**src/sha256_byte_stream_hasher_macros.svh**
```systemverilog
// Assertion macros for the SHA-256 byte stream hasher.
`ifndef SHA256_BYTE_STREAM_HASHER_MACROS_SVH
`define SHA256_BYTE_STREAM_HASHER_MACROS_SVH

`ifndef SYNTHESIS
`define SHABS_ASSERT_IMP(label, clk, rst_n, ante, cons) \
	label: assert property (@(posedge clk) disable iff (!rst_n) (ante) |-> (cons)) \
		else $error("check failed: same cycle implication");
`define SHABS_ASSERT_NXT(label, clk, rst_n, ante, cons) \
	label: assert property (@(posedge clk) disable iff (!rst_n) (ante) |=> (cons)) \
		else $error("check failed: next cycle implication");
`else
`define SHABS_ASSERT_IMP(label, clk, rst_n, ante, cons)
`define SHABS_ASSERT_NXT(label, clk, rst_n, ante, cons)
`endif

`endif

```
**src/shabs_pkg.sv**
```systemverilog
// Shared types, constants and round functions of the SHA-256 hasher.
package shabs_pkg;

	typedef logic [31:0] word_t;
	typedef logic [7:0][31:0] hash_t;

	typedef struct packed {
		logic       shift;
		logic [7:0] shift_byte;
		logic       start;
		logic       reinit;
	} ctl_t;

	typedef struct packed {
		logic busy;
	} stat_t;

	localparam logic [7:0] PAD_BYTE = 8'h80;
	localparam logic [5:0] LENGTH_AT = 6'd56;
	localparam logic [5:0] LAST_SLOT = 6'd63;
	localparam logic [63:0] BLOCK_BITS = 64'd512;

	localparam hash_t INIT_HASH = {
		32'h5be0cd19, 32'h1f83d9ab, 32'h9b05688c, 32'h510e527f,
		32'ha54ff53a, 32'h3c6ef372, 32'hbb67ae85, 32'h6a09e667};

	localparam word_t K_TABLE [64] = '{
		32'h428a2f98, 32'h71374491, 32'hb5c0fbcf, 32'he9b5dba5,
		32'h3956c25b, 32'h59f111f1, 32'h923f82a4, 32'hab1c5ed5,
		32'hd807aa98, 32'h12835b01, 32'h243185be, 32'h550c7dc3,
		32'h72be5d74, 32'h80deb1fe, 32'h9bdc06a7, 32'hc19bf174,
		32'he49b69c1, 32'hefbe4786, 32'h0fc19dc6, 32'h240ca1cc,
		32'h2de92c6f, 32'h4a7484aa, 32'h5cb0a9dc, 32'h76f988da,
		32'h983e5152, 32'ha831c66d, 32'hb00327c8, 32'hbf597fc7,
		32'hc6e00bf3, 32'hd5a79147, 32'h06ca6351, 32'h14292967,
		32'h27b70a85, 32'h2e1b2138, 32'h4d2c6dfc, 32'h53380d13,
		32'h650a7354, 32'h766a0abb, 32'h81c2c92e, 32'h92722c85,
		32'ha2bfe8a1, 32'ha81a664b, 32'hc24b8b70, 32'hc76c51a3,
		32'hd192e819, 32'hd6990624, 32'hf40e3585, 32'h106aa070,
		32'h19a4c116, 32'h1e376c08, 32'h2748774c, 32'h34b0bcb5,
		32'h391c0cb3, 32'h4ed8aa4a, 32'h5b9cca4f, 32'h682e6ff3,
		32'h748f82ee, 32'h78a5636f, 32'h84c87814, 32'h8cc70208,
		32'h90befffa, 32'ha4506ceb, 32'hbef9a3f7, 32'hc67178f2};

	function automatic word_t bsig0(word_t x);
		return {x[1:0], x[31:2]} ^ {x[12:0], x[31:13]} ^ {x[21:0], x[31:22]};
	endfunction

	function automatic word_t bsig1(word_t x);
		return {x[5:0], x[31:6]} ^ {x[10:0], x[31:11]} ^ {x[24:0], x[31:25]};
	endfunction

	function automatic word_t ssig0(word_t x);
		return {x[6:0], x[31:7]} ^ {x[17:0], x[31:18]} ^ {3'b000, x[31:3]};
	endfunction

	function automatic word_t ssig1(word_t x);
		return {x[16:0], x[31:17]} ^ {x[18:0], x[31:19]} ^ {10'b0, x[31:10]};
	endfunction

endpackage

```
**src/sha256_byte_stream_hasher.sv**
```systemverilog
// Top level: byte intake, padding sequencer and digest output.
// The 64th byte of a block starts a compression (64 rounds, one fold) on the shared
// round unit, with s_tready low while it runs.
// End of message: 9 to 72 padding bytes go in one per cycle while the engine is not busy,
// around one or two more compressions, then four digest transfers.
// Reset (arst_n low, asynchronous) loads the initial hash and clears all counters.
`include "sha256_byte_stream_hasher_macros.svh"

module sha256_byte_stream_hasher (
	input  logic        clk,
	input  logic        arst_n,
	input  logic        s_tvalid,
	output logic        s_tready,
	input  logic [7:0]  s_tdata,  // [7:0] msg_byte
	input  logic        s_tuser,  // byte_present
	input  logic        s_tlast,  // end_of_message
	output logic        m_tvalid,
	input  logic        m_tready,
	output logic [71:0] m_tdata,  // [63:0] digest_word, [65:64] word_index, zero fill
	output logic        m_tlast   // last_word
);
	import shabs_pkg::*;

	localparam logic [1:0] S_IDLE = 2'd0;
	localparam logic [1:0] S_PAD  = 2'd1;
	localparam logic [1:0] S_WAIT = 2'd2;
	localparam logic [1:0] S_OUT  = 2'd3;

	logic [1:0]  state_q;
	logic [5:0]  fill_q;
	logic [63:0] bits_q;
	logic [63:0] total_q;
	logic        pad_first_q;
	logic        len_ok_q;
	logic [1:0]  idx_q;

	ctl_t        eng_ctl;
	stat_t       eng_status;
	hash_t       chain;

	logic        in_fire;
	logic        pad_fire;
	logic        out_fire;
	logic [5:0]  fill_nx;
	logic [63:0] bits_nx;
	logic [2:0]  sel;

	shabs_engine u_engine (
		.clk    (clk),
		.arst_n (arst_n),
		.ctl    (eng_ctl),
		.status (eng_status),
		.chain  (chain)
	);

	assign s_tready = (state_q == S_IDLE) && !eng_status.busy;
	assign in_fire  = s_tvalid && s_tready;
	assign pad_fire = (state_q == S_PAD) && !eng_status.busy;
	assign m_tvalid = (state_q == S_OUT);
	assign out_fire = m_tvalid && m_tready;

	assign fill_nx = s_tuser ? fill_q + 6'd1 : fill_q;
	assign bits_nx = (s_tuser && fill_q == LAST_SLOT) ? bits_q + BLOCK_BITS : bits_q;

	always_comb begin
		eng_ctl = '0;
		if (in_fire && s_tuser) begin
			eng_ctl.shift      = 1'b1;
			eng_ctl.shift_byte = s_tdata;
			eng_ctl.start      = (fill_q == LAST_SLOT);
		end
		if (pad_fire) begin
			eng_ctl.shift = 1'b1;
			if (pad_first_q) begin
				eng_ctl.shift_byte = PAD_BYTE;
			end else if (len_ok_q && fill_q >= LENGTH_AT) begin
				eng_ctl.shift_byte = total_q[63:56];
			end else begin
				eng_ctl.shift_byte = 8'h00;
			end
			eng_ctl.start = (fill_q == LAST_SLOT);
		end
		eng_ctl.reinit = out_fire && m_tlast;
	end

	always_ff @(posedge clk or negedge arst_n) begin
		if (!arst_n) begin
			state_q     <= S_IDLE;
			fill_q      <= '0;
			bits_q      <= '0;
			pad_first_q <= 1'b0;
			len_ok_q    <= 1'b0;
			idx_q       <= '0;
		end else begin
			case (state_q)
				S_IDLE: begin
					if (in_fire) begin
						fill_q <= fill_nx;
						bits_q <= bits_nx;
						if (s_tlast) begin
							state_q     <= S_PAD;
							pad_first_q <= 1'b1;
						end
					end
				end
				S_PAD: begin
					if (pad_fire) begin
						fill_q <= fill_q + 6'd1;
						if (pad_first_q) begin
							pad_first_q <= 1'b0;
							len_ok_q    <= (fill_q < LENGTH_AT) || (fill_q == LAST_SLOT);
						end else if (fill_q == LAST_SLOT) begin
							if (len_ok_q) begin
								state_q <= S_WAIT;
							end else begin
								len_ok_q <= 1'b1;
							end
						end
					end
				end
				S_WAIT: begin
					if (!eng_status.busy) begin
						state_q <= S_OUT;
						idx_q   <= '0;
					end
				end
				S_OUT: begin
					if (out_fire) begin
						idx_q <= idx_q + 2'd1;
						if (idx_q == 2'd3) begin
							state_q  <= S_IDLE;
							bits_q   <= '0;
							fill_q   <= '0;
							len_ok_q <= 1'b0;
						end
					end
				end
				default: begin
					state_q <= S_IDLE;
				end
			endcase
		end
	end

	always_ff @(posedge clk) begin
		if (in_fire && s_tlast) begin
			total_q <= bits_nx + {55'b0, fill_nx, 3'b000};
		end else if (pad_fire && !pad_first_q && len_ok_q && fill_q >= LENGTH_AT) begin
			total_q <= {total_q[55:0], 8'h00};
		end
	end

	assign sel     = {idx_q, 1'b0};
	assign m_tdata = {6'b0, idx_q, chain[sel], chain[sel + 3'd1]};
	assign m_tlast = (idx_q == 2'd3);

	`SHABS_ASSERT_IMP(a_ready_not_busy, clk, arst_n, s_tready, !eng_status.busy)
	`SHABS_ASSERT_IMP(a_start_when_free, clk, arst_n, eng_ctl.start, !eng_status.busy)
	`SHABS_ASSERT_IMP(a_out_not_busy, clk, arst_n, m_tvalid, !eng_status.busy)
	`SHABS_ASSERT_NXT(a_last_to_idle, clk, arst_n, out_fire && m_tlast, s_tready && fill_q == 6'd0)

endmodule

```
**src/shabs_round.sv**
```systemverilog
// One SHA-256 round plus one message schedule step.
module shabs_round (
	input  shabs_pkg::hash_t v,
	input  shabs_pkg::word_t k,
	input  shabs_pkg::word_t w_t16,
	input  shabs_pkg::word_t w_t15,
	input  shabs_pkg::word_t w_t7,
	input  shabs_pkg::word_t w_t2,
	output shabs_pkg::hash_t v_next,
	output shabs_pkg::word_t w_new
);
	import shabs_pkg::*;

	word_t t1;
	word_t t2;
	word_t ch;
	word_t maj;

	assign ch = (v[4] & v[5]) ^ (~v[4] & v[6]);
	assign maj = (v[0] & v[1]) ^ (v[0] & v[2]) ^ (v[1] & v[2]);
	assign t1 = v[7] + bsig1(v[4]) + ch + k + w_t16;
	assign t2 = bsig0(v[0]) + maj;

	always_comb begin
		v_next[7] = v[6];
		v_next[6] = v[5];
		v_next[5] = v[4];
		v_next[4] = v[3] + t1;
		v_next[3] = v[2];
		v_next[2] = v[1];
		v_next[1] = v[0];
		v_next[0] = t1 + t2;
	end

	assign w_new = w_t16 + ssig0(w_t15) + w_t7 + ssig1(w_t2);

endmodule

```
**src/shabs_engine.sv**
```systemverilog
// Block window, working variables, round counter and chaining words.
module shabs_engine (
	input  logic             clk,
	input  logic             arst_n,
	input  shabs_pkg::ctl_t  ctl,
	output shabs_pkg::stat_t status,
	output shabs_pkg::hash_t chain
);
	import shabs_pkg::*;

	word_t      win_q [16];
	hash_t      v_q;
	hash_t      chain_q;
	logic [5:0] round_q;
	logic       run_q;
	logic       fin_q;
	hash_t      v_next;
	word_t      w_new;

	shabs_round u_round (
		.v      (v_q),
		.k      (K_TABLE[round_q]),
		.w_t16  (win_q[0]),
		.w_t15  (win_q[1]),
		.w_t7   (win_q[9]),
		.w_t2   (win_q[14]),
		.v_next (v_next),
		.w_new  (w_new)
	);

	always_ff @(posedge clk or negedge arst_n) begin
		if (!arst_n) begin
			run_q   <= 1'b0;
			fin_q   <= 1'b0;
			round_q <= '0;
			chain_q <= INIT_HASH;
		end else begin
			fin_q <= 1'b0;
			if (ctl.start) begin
				run_q   <= 1'b1;
				round_q <= '0;
			end else if (run_q) begin
				round_q <= round_q + 6'd1;
				if (round_q == LAST_SLOT) begin
					run_q <= 1'b0;
					fin_q <= 1'b1;
				end
			end
			if (ctl.reinit) begin
				chain_q <= INIT_HASH;
			end else if (fin_q) begin
				for (int i = 0; i < 8; i++) begin
					chain_q[i] <= chain_q[i] + v_q[i];
				end
			end
		end
	end

	always_ff @(posedge clk) begin
		if (ctl.start) begin
			v_q <= chain_q;
		end else if (run_q) begin
			v_q <= v_next;
		end
		if (run_q) begin
			for (int i = 0; i < 15; i++) begin
				win_q[i] <= win_q[i+1];
			end
			win_q[15] <= w_new;
		end else if (ctl.shift) begin
			for (int i = 0; i < 15; i++) begin
				win_q[i] <= {win_q[i][23:0], win_q[i+1][31:24]};
			end
			win_q[15] <= {win_q[15][23:0], ctl.shift_byte};
		end
	end

	assign status.busy = run_q | fin_q;
	assign chain = chain_q;

endmodule
```
**config.mk**
```make
export PLATFORM = sky130hd
export DESIGN_NAME = sha256_byte_stream_hasher
export DESIGN_NICKNAME = d
export VERILOG_FILES = /design/src/shabs_pkg.sv /design/src/sha256_byte_stream_hasher.sv /design/src/shabs_round.sv /design/src/shabs_engine.sv
export VERILOG_INCLUDE_DIRS = /design/src /design/src/src
export SDC_FILE = /design/constraint.sdc
export NUM_CORES = 2
export LEC_CHECK = 0
export BUFFER_PORTS_ARGS = -buffer_cell sky130_fd_sc_hd__buf_4
export CAP_MARGIN = 20
export CORE_MARGIN = 2
export CORE_UTILIZATION = 60
export DETAILED_ROUTE_END_ITERATION = 12
export PLACE_DENSITY = 0.74
export SYNTH_ARGS = -nofsm -noshare
export SYNTH_HDL_FRONTEND = slang
export SYNTH_SLANG_ARGS = --single-unit
export TNS_END_PERCENT = 30
```
**constraint.sdc**
```tcl
create_clock -name clk -period 25.7 [get_ports clk]
set_input_delay 1.285 -clock clk [delete_from_list [all_inputs] [get_ports clk]]
set_output_delay 1.285 -clock clk [all_outputs]
set_load 0.05 [all_outputs]
```
; Word-level counts from Yosys, hierarchy flattened
; Memory sizes are Yosys's and may differ from the RTL's.
; Index checks and enable logic that the tools add are counted.
[classes]
addsub = 24
n_lt_le_gt_ge = 5
n_eq_ne = 16
muxes = 79
bitwise = 35
reduce_logical = 30
[op_table]
columns = cell, n
row1 = $mux W256, 4
row2 = $mux W32, 20
row3 = $add A32 B32 Y32, 18
row4 = $mux W64, 6
row5 = $xor A32 B32 Y32, 9
row6 = $and A32 B32 Y32, 5
row7 = $pmux W64 S2, 1
row8 = $bmux W32 S3, 1
row9 = $add A64 B10 Y64 const B, 1
row10 = $add A64 B9 Y64, 1
row11 = $bmux W32 S2, 1
row12 = $mux W6, 7
row13 = $not A32 Y32, 1
row14 = $xor A32 B22 Y32, 1
row15 = $xor A32 B29 Y32, 1
row16 = $mux W2, 11
row17 = $mux W10, 2
row18 = $mux W1, 19
row19 = $pmux W6 S3, 1
row20 = $or A1 B1 Y1, 17
row21 = $mux W8, 2
row22 = $reduce_bool A2 Y1, 7
row23 = $add A6 B1 Y6 const B, 2
row24 = $eq A6 B6 Y1 const B, 2
row25 = 24 further kinds, 49
[word_totals]
register_bits = 660
mem_bits_rw = 512
rom_bits = 2048
out_inout_bits = 75
mem_count = 2
[mem_list]
columns = memory, depth, width, read_ports, rd_clocked_by_memory_dff, write_ports, line
row1 = (name not given), 64, 32, 1, 0, 0, shabs_engine.sv:22  ; .k (K_TABLE[round_q]),
row2 = u_engine.win_q, 16, 32, 16, 0, 16, shabs_engine.sv:11  ; word_t win_q [16];

; Depth between registers and ports, before layout
[logic_depth]
word_depth = 11
depth_mapped = 42

; By module
; From an unflattened synthesis, not the netlist that was laid out.
[unflattened]
hier_cells = 7674
area_unflattened_um2 = 82585.5
[by_module_without_submodules]
columns = module, instances, cells_each, area_each_um2, seq_area_each_um2
row1 = shabs_engine, 1, 4819, 57740.4, 29838.6
row2 = shabs_round, 1, 1869, 15320.9, 0.0
row3 = sha256_byte_stream_hasher, 1, 986, 9524.1, 3508.4

; Worst setup path before layout
; No wires, ideal clock.
[synth_timing]
kind = in2reg
from = in s_tuser
to = mem u_engine.win_q[0][0] (netlist name), enable pin
arrival_ns = 10.504
t_required_ns = 22.068
path_slack_ns = 11.564
cell_stages = 5
n_path_buf = 2
cell_sequence = buf_2 and3_1 o21ai_1 clkbuf_1 nand2_1
[synth_rtl]
columns = element, line
row1 = start: declaration, sha256_byte_stream_hasher.sv:15  ; input logic s_tuser,
row2 = end: declaration, shabs_engine.sv:11

; Worst setup path after layout
[layout_timing]
from = reg u_engine.round_q[1]
to = reg u_engine.v_q[30] (netlist name), data pin
[layout_via]
elab_chain_cells = 9
[layout_rtl]
columns = element, line
row1 = start: declaration, shabs_engine.sv:14  ; logic [5:0] round_q;
row2 = start signal: assignment, shabs_engine.sv:43  ; round_q <= round_q + 6'd1;
row3 = $not A6 Y7 (not written as such), shabs_engine.sv:22
row4 = $mem_v2 Z64 W32, --
row5 = $mux W32 (not written as such) (2 in a row), shabs_engine.sv:22
row6 = $add A32 B32 Y32 (2 in a row), shabs_round.sv:21  ; assign t1 = v[7] + bsig1(v[4]) + ch + k + w_t16;
row7 = $add A32 B32 Y32, shabs_round.sv:32  ; v_next[0] = t1 + t2;
row8 = $mux W256, shabs_engine.sv:62  ; end else if (run_q) begin
row9 = $mux W256, shabs_engine.sv:60  ; if (ctl.start) begin
row10 = end signal: assignment, shabs_engine.sv:61  ; v_q <= chain_q;
row11 = end signal: assignment, shabs_engine.sv:63  ; v_q <= v_next;
row12 = end: declaration, shabs_engine.sv:12  ; hash_t v_q;
; No other way between the ends. The select of a mux whose other input is x is not followed.
; A chain may end at the register's enable or synchronous reset.

==> flow_summary_export.csv <==
group,metric,value,unit
cells_and_area,drive_gt1_share,9.75,%
synth,synth_edf_count,829,
worst_hold_path,hold_class,"input pin to asynchronous set/reset pin",
critical_path,slowest_delay,0.70,ns
place,postPlaceCellArea,82100,um2
cells_and_area,final_common_cell,"nand2_1",
cts,cts_max_path_buffers,3,
power_and_ir_drop,p_leak,35.4,nW
cts,clkSinkCount,1160,
sta,slew_headroom,26.8,%
sta,setup_ws,15.34,ns
power_and_ir_drop,powerDensity,162,nW/um2
cts,htreeDepth,4,
synth,synthCells,8598,
power_and_ir_drop,seqPwrFrac,26.1,%
sta,finalSetupViolCount,0,
grt,grt_start_max_net_pins,170,
route,via_count,65900,
floorplanning,start_util,60.4,%
synth,synth_compound_area_share,13.4,%
floorplanning,rows,134,
sta,fin_crit_sh,40.3,%
sta,rsz0062_at_grt,"false",
synth,synth_top_area_cell,"edfxtp_1",
grt,grt_pass1_wl,381000,um
cells_and_area,antenna_cells,0,
critical_path,cp.arrival,10.84,ns
power_and_ir_drop,irDropWorstVdd,0.000266,V
power_and_ir_drop,p_int,7.50,mW
route,postRouteAntennaNets,0,
synth,synth_area,80500,um2
cts,clockRootBuffer,"clkbuf_16",
grt,grt_overflow,0,
critical_path,r2r_cells,36,
cts,hold_buffers,0,
synth,yosysTopAreaCellShare,30.9,%
critical_path,crit_fanout,15,
cells_and_area,final_area,86800,um2
floorplanning,fp.dieArea,137000,um2
synth,synth-adder-area-share,11.1,%
sta,worst_pin_slew,1.10,ns
outcome,status,"completed",
cells_and_area,final_core_util,65.1,%
floorplanning,core,133000,um2
critical_path,start_kind,"flip-flop",
floorplanning,die_x,370,um
synth,synthArstFlopShare,28.5,%
critical_path,endpoint_kind,"flip-flop",
route,routed_via_density,6.41,
route,wire_per_inst,24.7,um
synth,synthDistinctLibCells,94,
cells_and_area,final_cell_mix,"1,996 x nand2_1, 829 x edfxtp_1, 554 x o21ai_0, 508 x a21oi_1, 485 x nor2_1",
grt,grt_use_total,36.8,%
sta,drv_slew,0,
grt,grt_pass1_vias,61100,
cts,clk_pin_slew,0.05,ns
critical_path,critPathKind,"flip-flop to flip-flop",
sta,whs,0.451,ns
sta,skew,0.0425,ns
cts,cts-resized-gates,0,
route,dr.pass1.iters,8,
place,dp_hpwl,187000,um
route,drc_errors,0,
power_and_ir_drop,pwr-share-comb,59.7,%
place,io_buffers,82,
grt,antenna_found_initial,17,
cts,cts_made_buffers,136,
power_and_ir_drop,p_sw_share,46.7,%
sta,tns,0,ns
power_and_ir_drop,power.switching,6.57,mW
cells_and_area,synthToLayoutAreaGrowth,7.76,%
cts,insertion_delay,0.79,ns
floorplanning,dieHeight,370,um
synth,synth_ff_type,"edfxtp_1",
synth,synth_top_family_by_area,"simple AND/OR/NAND/NOR gates",
cts,post-cts-setup-buffers,0,
route,drtIter0Drc,8468,
synth,syn_avg_cell_area,9.36,um2
sta,fmax,96.5,MHz
critical_path,critPathSlowestCell,"ha_1",
synth,synth-seq-cells,1160,
power_and_ir_drop,clock_power_share,14.2,%
cts,cts_tree,"built",
sta,fin_crit,10.36,ns
cells_and_area,layout.nets,9009,
synth,muxShareOfSynthArea,6.14,%
synth,synth_xor_area_share,6.85,%
place,place.gp.congestion,1.01,
synth,synth-simple-area-share,16.8,%
synth,yosysWarnings,0,
critical_path,required,26.18,ns
sta,final_hold_viol_count,0,
synth,synthTopCellsByArea,"edfxtp_1 31%, nand2_1 9.3%, ha_1 6.2%",
cells_and_area,fillerInstances,10700,
place,pre_cts_slack,15.67,ns
route,wirelength,254000,um
synth,ys_seq_area_share,41.4,%
floorplanning,pin_count,89,
run,drv_cap,0,
-- cell type report --
| class | instances | area (um2) | area share [%] |
|---|---|---|---|
| sequential | 1160 | 33400 | 38.5 |
| multi-input combinational | 6563 | 43900 | 50.6 |
| clock inverter | 71 | 860 | 0.991 |
| inverter | 376 | 1420 | 1.63 |
| timing repair buffer | 161 | 1310 | 1.51 |
| clock buffer | 180 | 3700 | 4.26 |
| tap | 1768 | 2210 | 2.55 |
-- path summary, 6_finish.rpt --
kind	from	to	slack, ns
worst min-delay path	arst_n	u_engine.chain[160]	0.45
worst min register to register	u_engine.win_q[0][141]	u_engine.win_q[0][149]	0.52
worst max-delay path	u_engine.round_q[1]	u_engine.v_q[30]	15.34
max in group asynchronous	arst_n	u_engine.chain[143]	22.55
worst max register to register	u_engine.round_q[1]	u_engine.v_q[30]	15.34
min in group clk	u_engine.win_q[0][141]	u_engine.win_q[0][149]	0.52
-- power by group through the flow --
stage	Sequential (mW)	Combinational (mW)	Clock, mW
2_1_floorplan	3.51	6.24	0
3_3_place_gp	3.64	7.99	0
3_5_place_dp	3.66	8.17	0
4_1_cts	3.63	8.25	2.01
5_1_grt	3.71	9.23	2.08
6_report	3.67	8.40	2.00
-- critical path, delay by kind of cell, from the launching register on --
| kind | cells | cell delay (ns) |
|---|---|---|
| adders and majority gates | 8 | 3.37 |
| buffers and inverters | 3 | 0.39 |
| and+or+nand+nor | 5 | 0.78 |
| DFF | 1 | 0.34 |
| AOI/OAI and AO/OA | 18 | 4.66 |
| xor gates and xnor gates | 2 | 0.49 |
-- logic make-up (layout without fill, tap and decap cells) --
family,Yosys count,after routing
and+or+nand+nor,3168,3168
AOI/OAI and AO/OA,1773,1773
adders and majority gates,601,601
xor gates and xnor gates,630,630
other,1,7
buffers and inverters,881,788
muxes,384,384
DFF,1160,1160
-- metrics by stage --
| step | cells | power, mW |
|---|---|---|
| finish | 10300 | 14.1 |
| global route | 10300 | 15.0 |
| CTS | 10300 | 13.9 |
| detailed placement | 10000 | 11.8 |
| floorplan | 8604 | 9.75 |
| global placement | 10000 | 11.6 |
-- registers in the layout, summed over array words and instances, names as in the netlist --
signal / flops
bits_q: 55
state_q: 2
u_engine.chain: 256
u_engine.v_q: 256
pad_first_q: 1
idx_q: 2
len_ok_q: 1
fill_q: 6
u_engine.run_q: 1
u_engine.fin_q: 1
u_engine.win_q: 512
u_engine.round_q: 6
total_q: 61
-- cell usage after synthesis (39+ instances only) --
library cell  count
dfrtp_1         195
nor3_1          130
nor2b_1          60
clkbuf_1        430
mux2_2          190
xnor2_1         443
nand4_1          39
nand2b_1         67
a31oi_1          63
inv_1           372
nand2_1        2000
o21ai_0         554
and3_1           43
dfstp_2         136
ha_1            402
edfxtp_1        829
o21a_1           60
or3_1            39
a21oi_1         508
fa_1            195
a211oi_1         56
mux4_2           69
buf_1            40
mux2i_1         125
a21o_1          188
nand3_1         141
xor2_1          187
nor2_1          485
-- per-layer routing --
metal | track usage [%] | part of all wire, % | vias to the layer above
met2 | 52.2 | 42 | 3603
met1 | 54.3 | 41 | 32100
met3 | 8.88 | 13 | 547
li1 | - | - | 29600
met5 | 0 | 0.018 | -
met4 | 14.0 | 4.3 | 8
Note: power is estimated with default switching activity, not from simulation.
